$ cat config.mk
export PLATFORM = sky130hd
export DESIGN_NAME = chunked_body_decoder_top
export DESIGN_NICKNAME = d
export VERILOG_FILES = /design/src/design/cbd_pkg.sv /design/src/design/chunked_body_decoder_top.sv
export SDC_FILE = /design/constraint.sdc
export NUM_CORES = 1
export LEC_CHECK = 0
export BUFFER_PORTS_ARGS = -buffer_cell sky130_fd_sc_hd__buf_2
export CORE_ASPECT_RATIO = 1.25
export CORE_MARGIN = 2
export CORE_UTILIZATION = 45
export CTS_CLUSTER_SIZE = 20
export DETAILED_ROUTE_END_ITERATION = 6
export HOLD_SLACK_MARGIN = 0.02
export PLACE_DENSITY_LB_ADDON = 0.15
export SLEW_MARGIN = 20
export SYNTH_ARGS = -nofsm -noshare
export SYNTH_HDL_FRONTEND = slang
export SYNTH_SLANG_ARGS = --single-unit
$ cat constraint.sdc
create_clock -name clk -period 12.7 [get_ports clk]
set_input_delay 2.54 -clock clk [delete_from_list [all_inputs] [get_ports clk]]
set_output_delay 2.54 -clock clk [all_outputs]
set_load 0.01 [all_outputs]
$ cat src/design/cbd_pkg.sv
// cbd_pkg: types and codes shared by the chunked body decoder
// depends on nothing; used by chunked_body_decoder_top
`timescale 1ns / 1ps

package cbd_pkg;

  // decoder phase
  typedef enum logic [2:0] {
    PH_SIZE    = 3'd0,
    PH_SIZE_LF = 3'd1,
    PH_DATA    = 3'd2,
    PH_DATA_CR = 3'd3,
    PH_DATA_LF = 3'd4,
    PH_HALT    = 3'd5
  } phase_t;

  // result kind, carried on tuser
  typedef enum logic [2:0] {
    KIND_BODY     = 3'd0,
    KIND_DONE     = 3'd1,
    KIND_BAD_SIZE = 3'd2,
    KIND_BAD_END  = 3'd3,
    KIND_TRUNC    = 3'd4,
    KIND_OVERFLOW = 3'd5
  } kind_t;

  localparam logic [7:0] CHAR_CR = 8'h0d;
  localparam logic [7:0] CHAR_LF = 8'h0a;

  localparam int OUT_DEPTH = 3;

  // one queued result
  typedef struct packed {
    kind_t       kind;
    logic [7:0]  body_byte;
    logic [31:0] body_length;
    logic        last;
  } result_t;

  // hex digit decode: valid flag in bit 4, value in bits 3:0
  function automatic logic [4:0] hex_digit(input logic [7:0] b);
    logic [4:0] r;
    r = 5'd0;
    if (b >= 8'h30 && b <= 8'h39) begin
      r = {1'b1, 4'(b - 8'h30)};
    end else if (b >= 8'h41 && b <= 8'h46) begin
      r = {1'b1, 4'(b - 8'h37)};
    end else if (b >= 8'h61 && b <= 8'h66) begin
      r = {1'b1, 4'(b - 8'h57)};
    end
    return r;
  endfunction

endpackage

$ cat src/design/chunked_body_decoder_top.sv
// chunked_body_decoder_top: streaming decoder for a chunked message body
// results are written into a three-word registered result queue and offered from its head
// input: one word per cycle while the queue holds at most one result; the input is
//   held off while two or more results wait, e.g. after a word giving two results
// reset: synchronous, clears phase, counters and the result queue
// depends on cbd_pkg
`timescale 1ns / 1ps

module chunked_body_decoder_top #(
  parameter int LENGTH_BITS = 32,
  parameter int TOTAL_BITS  = 32
) (
  input  logic        clk,
  input  logic        rst,
  // input stream
  input  logic        s_axis_tvalid,
  output logic        s_axis_tready,
  input  logic [7:0]  s_axis_tdata,   // [7:0] data_byte
  input  logic        s_axis_tlast,   // end_of_message
  // result stream
  output logic        m_axis_tvalid,
  input  logic        m_axis_tready,
  output logic [39:0] m_axis_tdata,   // [7:0] body_byte, [39:8] body_length
  output logic [2:0]  m_axis_tuser,   // [2:0] kind
  output logic        m_axis_tlast    // last_of_run
);

  // ---------------------------------------------------------------------------
  // decoder state
  // ---------------------------------------------------------------------------
  cbd_pkg::phase_t          phase, phase_next;
  logic [LENGTH_BITS-1:0]   chunk_remaining, chunk_remaining_next;
  logic [TOTAL_BITS-1:0]    byte_total, byte_total_next;
  logic                     final_chunk_seen, final_chunk_seen_next;

  // result queue: entry 0 is the head shown on the master side
  cbd_pkg::result_t         queue [cbd_pkg::OUT_DEPTH];
  cbd_pkg::result_t         queue_next [cbd_pkg::OUT_DEPTH];
  logic [1:0]               count, count_next;

  logic                     in_acc, out_acc;

  // ---------------------------------------------------------------------------
  // per-word decode
  // ---------------------------------------------------------------------------
  logic [4:0]               hex;
  logic [TOTAL_BITS-1:0]    total_step;     // total after this word's body byte
  logic [31:0]              total_report;   // clipped to 32 bits
  cbd_pkg::phase_t          phase_step;     // phase before the end flag applies
  logic                     emit_a;         // result from the byte itself
  cbd_pkg::kind_t           kind_a;
  logic [7:0]               byte_a;
  logic                     emit_trunc;     // early end result
  logic [1:0]               n_res;
  cbd_pkg::result_t         res0, res1;

  assign hex = cbd_pkg::hex_digit(s_axis_tdata);

  // the queue always has room for two results when we take a word, so the
  // input side never waits on the output handshake combinationally
  assign s_axis_tready = (count <= 2'd1);
  assign in_acc        = s_axis_tvalid && s_axis_tready;
  assign out_acc       = m_axis_tvalid && m_axis_tready;

  assign total_step = (phase == cbd_pkg::PH_DATA && byte_total != '1)
                    ? byte_total + TOTAL_BITS'(1) : byte_total;

  generate
    if (TOTAL_BITS > 32) begin : g_clip
      assign total_report = (|total_step[TOTAL_BITS-1:32]) ? 32'hffff_ffff
                                                           : total_step[31:0];
    end else begin : g_noclip
      assign total_report = 32'(total_step);
    end
  endgenerate

  // next state for one word
  always_comb begin
    phase_step           = phase;
    chunk_remaining_next = chunk_remaining;
    final_chunk_seen_next = final_chunk_seen;
    emit_a               = 1'b0;
    kind_a               = cbd_pkg::KIND_BODY;
    byte_a               = 8'd0;
    unique case (phase)
      cbd_pkg::PH_SIZE: begin
        if (hex[4]) begin
          // a digit that would shift set bits out of the length register
          if (chunk_remaining[LENGTH_BITS-1 -: 4] != 4'd0) begin
            emit_a     = 1'b1;
            kind_a     = cbd_pkg::KIND_OVERFLOW;
            phase_step = cbd_pkg::PH_HALT;
          end else begin
            chunk_remaining_next = {chunk_remaining[LENGTH_BITS-5:0], hex[3:0]};
          end
        end else if (s_axis_tdata == cbd_pkg::CHAR_CR) begin
          phase_step = cbd_pkg::PH_SIZE_LF;
        end else begin
          emit_a     = 1'b1;
          kind_a     = cbd_pkg::KIND_BAD_SIZE;
          phase_step = cbd_pkg::PH_HALT;
        end
      end
      cbd_pkg::PH_SIZE_LF: begin
        if (s_axis_tdata == cbd_pkg::CHAR_LF) begin
          if (chunk_remaining == '0) begin
            // zero-length chunk: still wants its CR LF terminator
            final_chunk_seen_next = 1'b1;
            phase_step            = cbd_pkg::PH_DATA_CR;
          end else begin
            phase_step = cbd_pkg::PH_DATA;
          end
        end else begin
          emit_a     = 1'b1;
          kind_a     = cbd_pkg::KIND_BAD_SIZE;
          phase_step = cbd_pkg::PH_HALT;
        end
      end
      cbd_pkg::PH_DATA: begin
        emit_a               = 1'b1;
        kind_a               = cbd_pkg::KIND_BODY;
        byte_a               = s_axis_tdata;
        chunk_remaining_next = chunk_remaining - LENGTH_BITS'(1);
        if (chunk_remaining == LENGTH_BITS'(1)) begin
          phase_step = cbd_pkg::PH_DATA_CR;
        end
      end
      cbd_pkg::PH_DATA_CR: begin
        if (s_axis_tdata == cbd_pkg::CHAR_CR) begin
          phase_step = cbd_pkg::PH_DATA_LF;
        end else begin
          emit_a     = 1'b1;
          kind_a     = cbd_pkg::KIND_BAD_END;
          phase_step = cbd_pkg::PH_HALT;
        end
      end
      cbd_pkg::PH_DATA_LF: begin
        if (s_axis_tdata == cbd_pkg::CHAR_LF) begin
          if (final_chunk_seen) begin
            emit_a     = 1'b1;
            kind_a     = cbd_pkg::KIND_DONE;
            phase_step = cbd_pkg::PH_HALT;
          end else begin
            chunk_remaining_next = '0;
            phase_step           = cbd_pkg::PH_SIZE;
          end
        end else begin
          emit_a     = 1'b1;
          kind_a     = cbd_pkg::KIND_BAD_END;
          phase_step = cbd_pkg::PH_HALT;
        end
      end
      default: begin
        phase_step = cbd_pkg::PH_HALT;
      end
    endcase
  end

  // end flag: report an unfinished message, then return to the reset state
  always_comb begin
    emit_trunc      = s_axis_tlast && (phase_step != cbd_pkg::PH_HALT);
    phase_next      = phase_step;
    byte_total_next = total_step;
    if (s_axis_tlast) begin
      phase_next      = cbd_pkg::PH_SIZE;
      byte_total_next = '0;
    end
  end

  // pack the results of this word; trunc comes second when the byte also gives a result
  always_comb begin
    res0.kind        = kind_a;
    res0.body_byte   = byte_a;
    res0.body_length = total_report;
    res0.last        = !emit_trunc;
    res1.kind        = cbd_pkg::KIND_TRUNC;
    res1.body_byte   = 8'd0;
    res1.body_length = total_report;
    res1.last        = 1'b1;
    n_res            = 2'(emit_a) + 2'(emit_trunc);
    if (!emit_a) begin
      res0 = res1;
    end
  end

  // ---------------------------------------------------------------------------
  // result queue: shift out at the head, append behind the last valid word
  // ---------------------------------------------------------------------------
  always_comb begin
    logic [1:0] base;
    base = count;
    for (int i = 0; i < cbd_pkg::OUT_DEPTH; i++) begin
      queue_next[i] = queue[i];
    end
    if (out_acc) begin
      for (int i = 0; i < cbd_pkg::OUT_DEPTH - 1; i++) begin
        queue_next[i] = queue[i+1];
      end
      base = count - 2'd1;
    end
    if (in_acc) begin
      for (int i = 0; i < cbd_pkg::OUT_DEPTH; i++) begin
        if (n_res != 2'd0 && 2'(i) == base) begin
          queue_next[i] = res0;
        end
        if (n_res == 2'd2 && 2'(i) == base + 2'd1) begin
          queue_next[i] = res1;
        end
      end
      count_next = base + n_res;
    end else begin
      count_next = base;
    end
  end

  always_ff @(posedge clk) begin
    if (rst) begin
      phase            <= cbd_pkg::PH_SIZE;
      chunk_remaining  <= '0;
      byte_total       <= '0;
      final_chunk_seen <= 1'b0;
      count            <= 2'd0;
    end else begin
      count <= count_next;
      if (in_acc) begin
        phase <= phase_next;
        if (s_axis_tlast) begin
          chunk_remaining  <= '0;
          final_chunk_seen <= 1'b0;
        end else begin
          chunk_remaining  <= chunk_remaining_next;
          final_chunk_seen <= final_chunk_seen_next;
        end
        byte_total <= byte_total_next;
      end
    end
  end

  // payload needs no reset
  always_ff @(posedge clk) begin
    for (int i = 0; i < cbd_pkg::OUT_DEPTH; i++) begin
      queue[i] <= queue_next[i];
    end
  end

  assign m_axis_tvalid = (count != 2'd0);
  assign m_axis_tdata  = {queue[0].body_length, queue[0].body_byte};
  assign m_axis_tuser  = queue[0].kind;
  assign m_axis_tlast  = queue[0].last;

`ifndef NO_ASSERTIONS
  // the queue only becomes full from a word that produced two results
  a_full_after_pair: assert property (@(posedge clk) disable iff (rst)
    (count == 2'd3 && $past(count) != 2'd3) |-> $past(in_acc && n_res == 2'd2))
    else $error("result queue full without a preceding input word");

  // the end flag always brings the decoder back to its reset state
  a_eom_resets: assert property (@(posedge clk) disable iff (rst)
    (in_acc && s_axis_tlast) |=>
      (phase == cbd_pkg::PH_SIZE && byte_total == '0 && !final_chunk_seen))
    else $error("decoder not reset after end of message");

  // completion is never followed by another result of the same word
  a_done_last: assert property (@(posedge clk) disable iff (rst)
    (m_axis_tvalid && m_axis_tuser == cbd_pkg::KIND_DONE) |-> m_axis_tlast)
    else $error("complete result not last of its run");

  // once the terminating chunk is seen only its terminator or halt can follow
  a_final_phase: assert property (@(posedge clk) disable iff (rst)
    final_chunk_seen |-> (phase == cbd_pkg::PH_DATA_CR || phase == cbd_pkg::PH_DATA_LF
                          || phase == cbd_pkg::PH_HALT))
    else $error("final chunk flag set in an unexpected phase");
`endif

endmodule
==> flow_metrics.py <==
metrics = {
    "synth": {
        "yosys.area.top_type": "dfxtp_1",
        "postSynthAreaPerCell_sq_um": 8.192,
        "syn_inst": 1332,
        "synth_compound_gate_area_share_pct": 17.77,
        "synth.area.top_cells": "dfxtp_1 29%, edfxtp_1 12%, nand2_1 9.0%",
        "synth-seq-area-share_pct": 41.10,
        "synth_adder_area_share_pct": 1.605,
        "largest_family_of_logic_cells_by_synthesized_area": "simple AND/OR/NAND/NOR gates",
        "synth-simple-area-share_pct": 25.36,
        "synth_flop_cell": "dfxtp_1",
        "ys_ff_latch": 202,
        "net_count_of_the_mapped_netlist": 1359,
        "ys_types": 85,
        "postSynth.asyncResetShare_pct": 0,
        "number_of_enable_type_register_cells_in_the_synthesized_netlist": 44,
        "yosys_warnings": 0,
        "synthDominantCellAreaShare_pct": 28.99,
        "muxShareOfSynthArea_pct": 2.305,
        "syn_area_sq_um": 10910,
        "synth_xor_xnor_area_share_pct": 3.532,
    },
    "detailed_routing": {
        "dr_total_vias": 9213,
        "vias_per_cell": 5.649,
        "wl_per_cell_microns": 16.85,
        "dr.first_iter.drc_count": 560,
        "antenna_violating_nets_post_route": 0,
        "detail_route.first_pass.iterations": 5,
        "routed_wirelength_microns": 27480,
        "route.detailed.drc": 0,
    },
    "timing": {
        "grt_setup_unrepaired": "false",
        "clock.fmax_mhz": 169.6,
        "finalSetupTns_ns": 0,
        "final_critical_path_setup_slack_ns": 6.805,
        "timing.clock.skew_ns": 0.01825,
        "final_max_slew_viols": 0,
        "max-slew-margin-rel_pct": 32.48,
        "fin_crit_ns": 5.895,
        "final-hold-violation-count": 0,
        "setup_viol": 0,
        "min_period_over_period_pct": 46.42,
        "worst_pin_slew_ns": 1.013,
    },
    "global_route": {
        "gr-usage-met1_pct": 27.20,
        "grt_antenna_before_repair": 0,
        "global_route.usage.total_pct": 21.42,
        "grt_first_pass_wirelength_microns": 44880,
        "globalRoute.totalOverflow": 0,
        "vias_in_the_first_global_route": 8717,
        "top_usage_layer": "met2",
        "global_route.usage.met2_pct": 37.72,
        "pin_count_of_the_biggest_net_entering_global_routing": 82,
        "grt.met3_usage_pct": 2.792,
    },
    "place": {
        "dpl_worst_slack_ns": 6.313,
        "dpl.hpwl_microns": 17260,
        "port-buffer-count": 58,
        "place_congestion": 0.8521,
        "postPlaceCellArea_sq_um": 11010,
    },
    "critical_path": {
        "critical_path_required_time_ns": 13.08,
        "r2r_setup_slack_ns": 8.55,
        "worst-path-max-fanout": 26,
        "timing.setup.critical_path_class": "input pin to register",
        "r2r_startpoint": "chunk_remaining[3]",
        "crit-reg2reg-capture": "queue[0][25]",
        "timing.critical_path.to_type": "register",
        "setup.worst_path.start_class": "input pin",
        "r2r_cells": 13,
        "worst-endpoint-arrival_ns": 6.27,
        "setup.worst_path.end": "queue[0][25]",
        "startpoint": "s_axis_tdata[3]",
    },
    "cts": {
        "hold_buffers": 0,
        "cts_repair_resize_count": 0,
        "cts_tree": "built",
        "cts_setup_buffers": 0,
        "cts.clk_slew.worst_paths_ns": 0.06,
        "clock_tree.buffer_depth": 3,
        "cts-root-buf": "clkbuf_16",
        "latest_clock_arrival_within_the_worst_skew_pair_ns": 0.52,
        "htreeDepth": 1,
        "clock-sinks": 202,
        "cts_made_buffers": 23,
    },
    "layout": {
        "num_antenna_cells": 0,
        "final_nets": 1317,
        "post_route_cells_drive_above_1_share_pct": 11.26,
        "utilization_pct": 49.35,
        "design_area_sq_um": 11750,
        "layout.cells.most_common_list": "261 x nand2_1, 158 x dfxtp_1, 83 x a21oi_1",
        "mostFrequentLayoutCell": "nand2_1",
        "num-fill-cells": 2370,
        "p_r_area_growth_vs_syn_pct": 7.671,
    },
    "power_and_ir_drop": {
        "p_int_mw": 1.555,
        "seq_power_share_pct": 37.8,
        "cellPowerDensity_nw_per_um2": 209.7,
        "switching_power_uw": 909.5,
        "switching_share_pct": 36.91,
        "proportion_of_power_drawn_by_combinational_gates_pct": 35.8,
        "report.power.total_mw": 2.464,
        "clkPwrFrac_pct": 26.4,
        "ir_worst_vdd_uv": 125.9,
        "static-leakage-power_nw": 4.612,
    },
    "floorplanning": {
        "core_region_area_sq_um": 23810,
        "start_util_pct": 45.84,
        "design.die.area_sq_um": 25520,
        "floorplan.die.height_microns": 178.1,
        "placement_rows": 63,
        "io_pins": 59,
        "die_w_microns": 143.3,
    },
    "run": {
        "maxCapViolations": 0,
    },
    "min_path": {
        "worst_hold_path_type": "register to register",
    },
    "status": {
        "status": "finished clean",
    },
}
routing by layer:
| metal | vias up | part of all wire (%) |
|---|---|---|
| met4 | 0 | 2.6 |
| met5 | - | 0 |
| met2 | 196 | 49 |
| met3 | 47 | 4.4 |
| met1 | 4363 | 44 |
| li1 | 4607 | - |
power by group through the flow:
| stage | registers (mW) | clock network [mW] | logic [mW] |
|---|---|---|---|
| floorplan | 0.921 | 0 | 0.752 |
| global placement | 0.943 | 0 | 0.879 |
| detailed placement | 0.946 | 0 | 0.889 |
| CTS | 0.933 | 0.669 | 0.893 |
| global route | 0.953 | 0.693 | 1.00 |
| finish | 0.931 | 0.651 | 0.882 |
logic make-up (layout without fill, tap and decap cells):
logic type	count (synthesis)	count (layout)
flops	202	202
xor+xnor	44	44
fa+ha+maj	14	14
simple gates	563	563
compound gates	300	300
mux	25	25
buf+inv	184	158
state kept, by name, summed over array words and instances, names as in the netlist:
| name | flops |
|---|---|
| byte_total | 32 |
| count | 2 |
| chunk_remaining | 32 |
| queue | 132 |
| phase | 3 |
| final_chunk_seen | 1 |
cell type report:
type | count | area [sq um] | area share (%)
inverter | 45 | 168.9 | 1.438
sequential | 202 | 4484 | 38.17
tap | 325 | 406.6 | 3.461
clock buffer | 32 | 659.4 | 5.612
timing repair buffer | 72 | 395.4 | 3.365
clock inverter | 9 | 76.32 | 0.6496
multi-input combinational | 946 | 5558 | 47.31
stage by stage:
| step | std cells | hold WS, ns |
|---|---|---|
| 2_1_floorplan | 1332 | 0.4388 |
| 3_3_place_gp | 1590 | 0.4616 |
| 3_5_place_dp | 1590 | 0.4610 |
| 4_1_cts | 1631 | 0.4736 |
| 5_1_grt | 1631 | 0.4957 |
| 6_report | 1631 | 0.4689 |
worst min-delay path by stage:
stage                                    from             endpoint  slack (ns)  depth (start not counted)
final                             queue[0][9]          queue[0][9]        0.47                          2
after CTS                         queue[0][9]          queue[0][9]        0.47                          2
after detailed placement          queue[0][9]          queue[0][9]        0.46                          2
after floorplan           chunk_remaining[29]  chunk_remaining[29]        0.44                          1
after global placement           queue[0][53]          queue[0][9]        0.46                          2
after global routing              queue[0][9]          queue[0][9]        0.50                          2
worst max-delay path, stage by stage:
cell,delay [ns]
buf_2,0.15
or4b_4,0.56
or4_4,0.56
nand3_2,0.17
nor2b_1,0.06
a21oi_1,0.17
o21a_1,0.20
inv_1,0.05
ha_1,0.25
nor3b_1,0.23
a31oi_1,0.12
a211oi_4,0.63
buf_4,0.43
a21oi_1,0.13
synth_stat cells, drive strengths merged (14+ instances only):
cell type and number:
nand3 20, nand2 262, a21oi 86, clkbuf 73, nor2 77, o21ai 63, edfxtp 44, inv 45
nor3 33, ha 14, buf 66, nand4 23, a31oi 32, nand3b 16, xnor2 25, or3 25
and3 41, o22ai 25, mux2i 24, xor2 19, dfxtp 158
No activity file was read; power rests on OpenSTA's default activity.
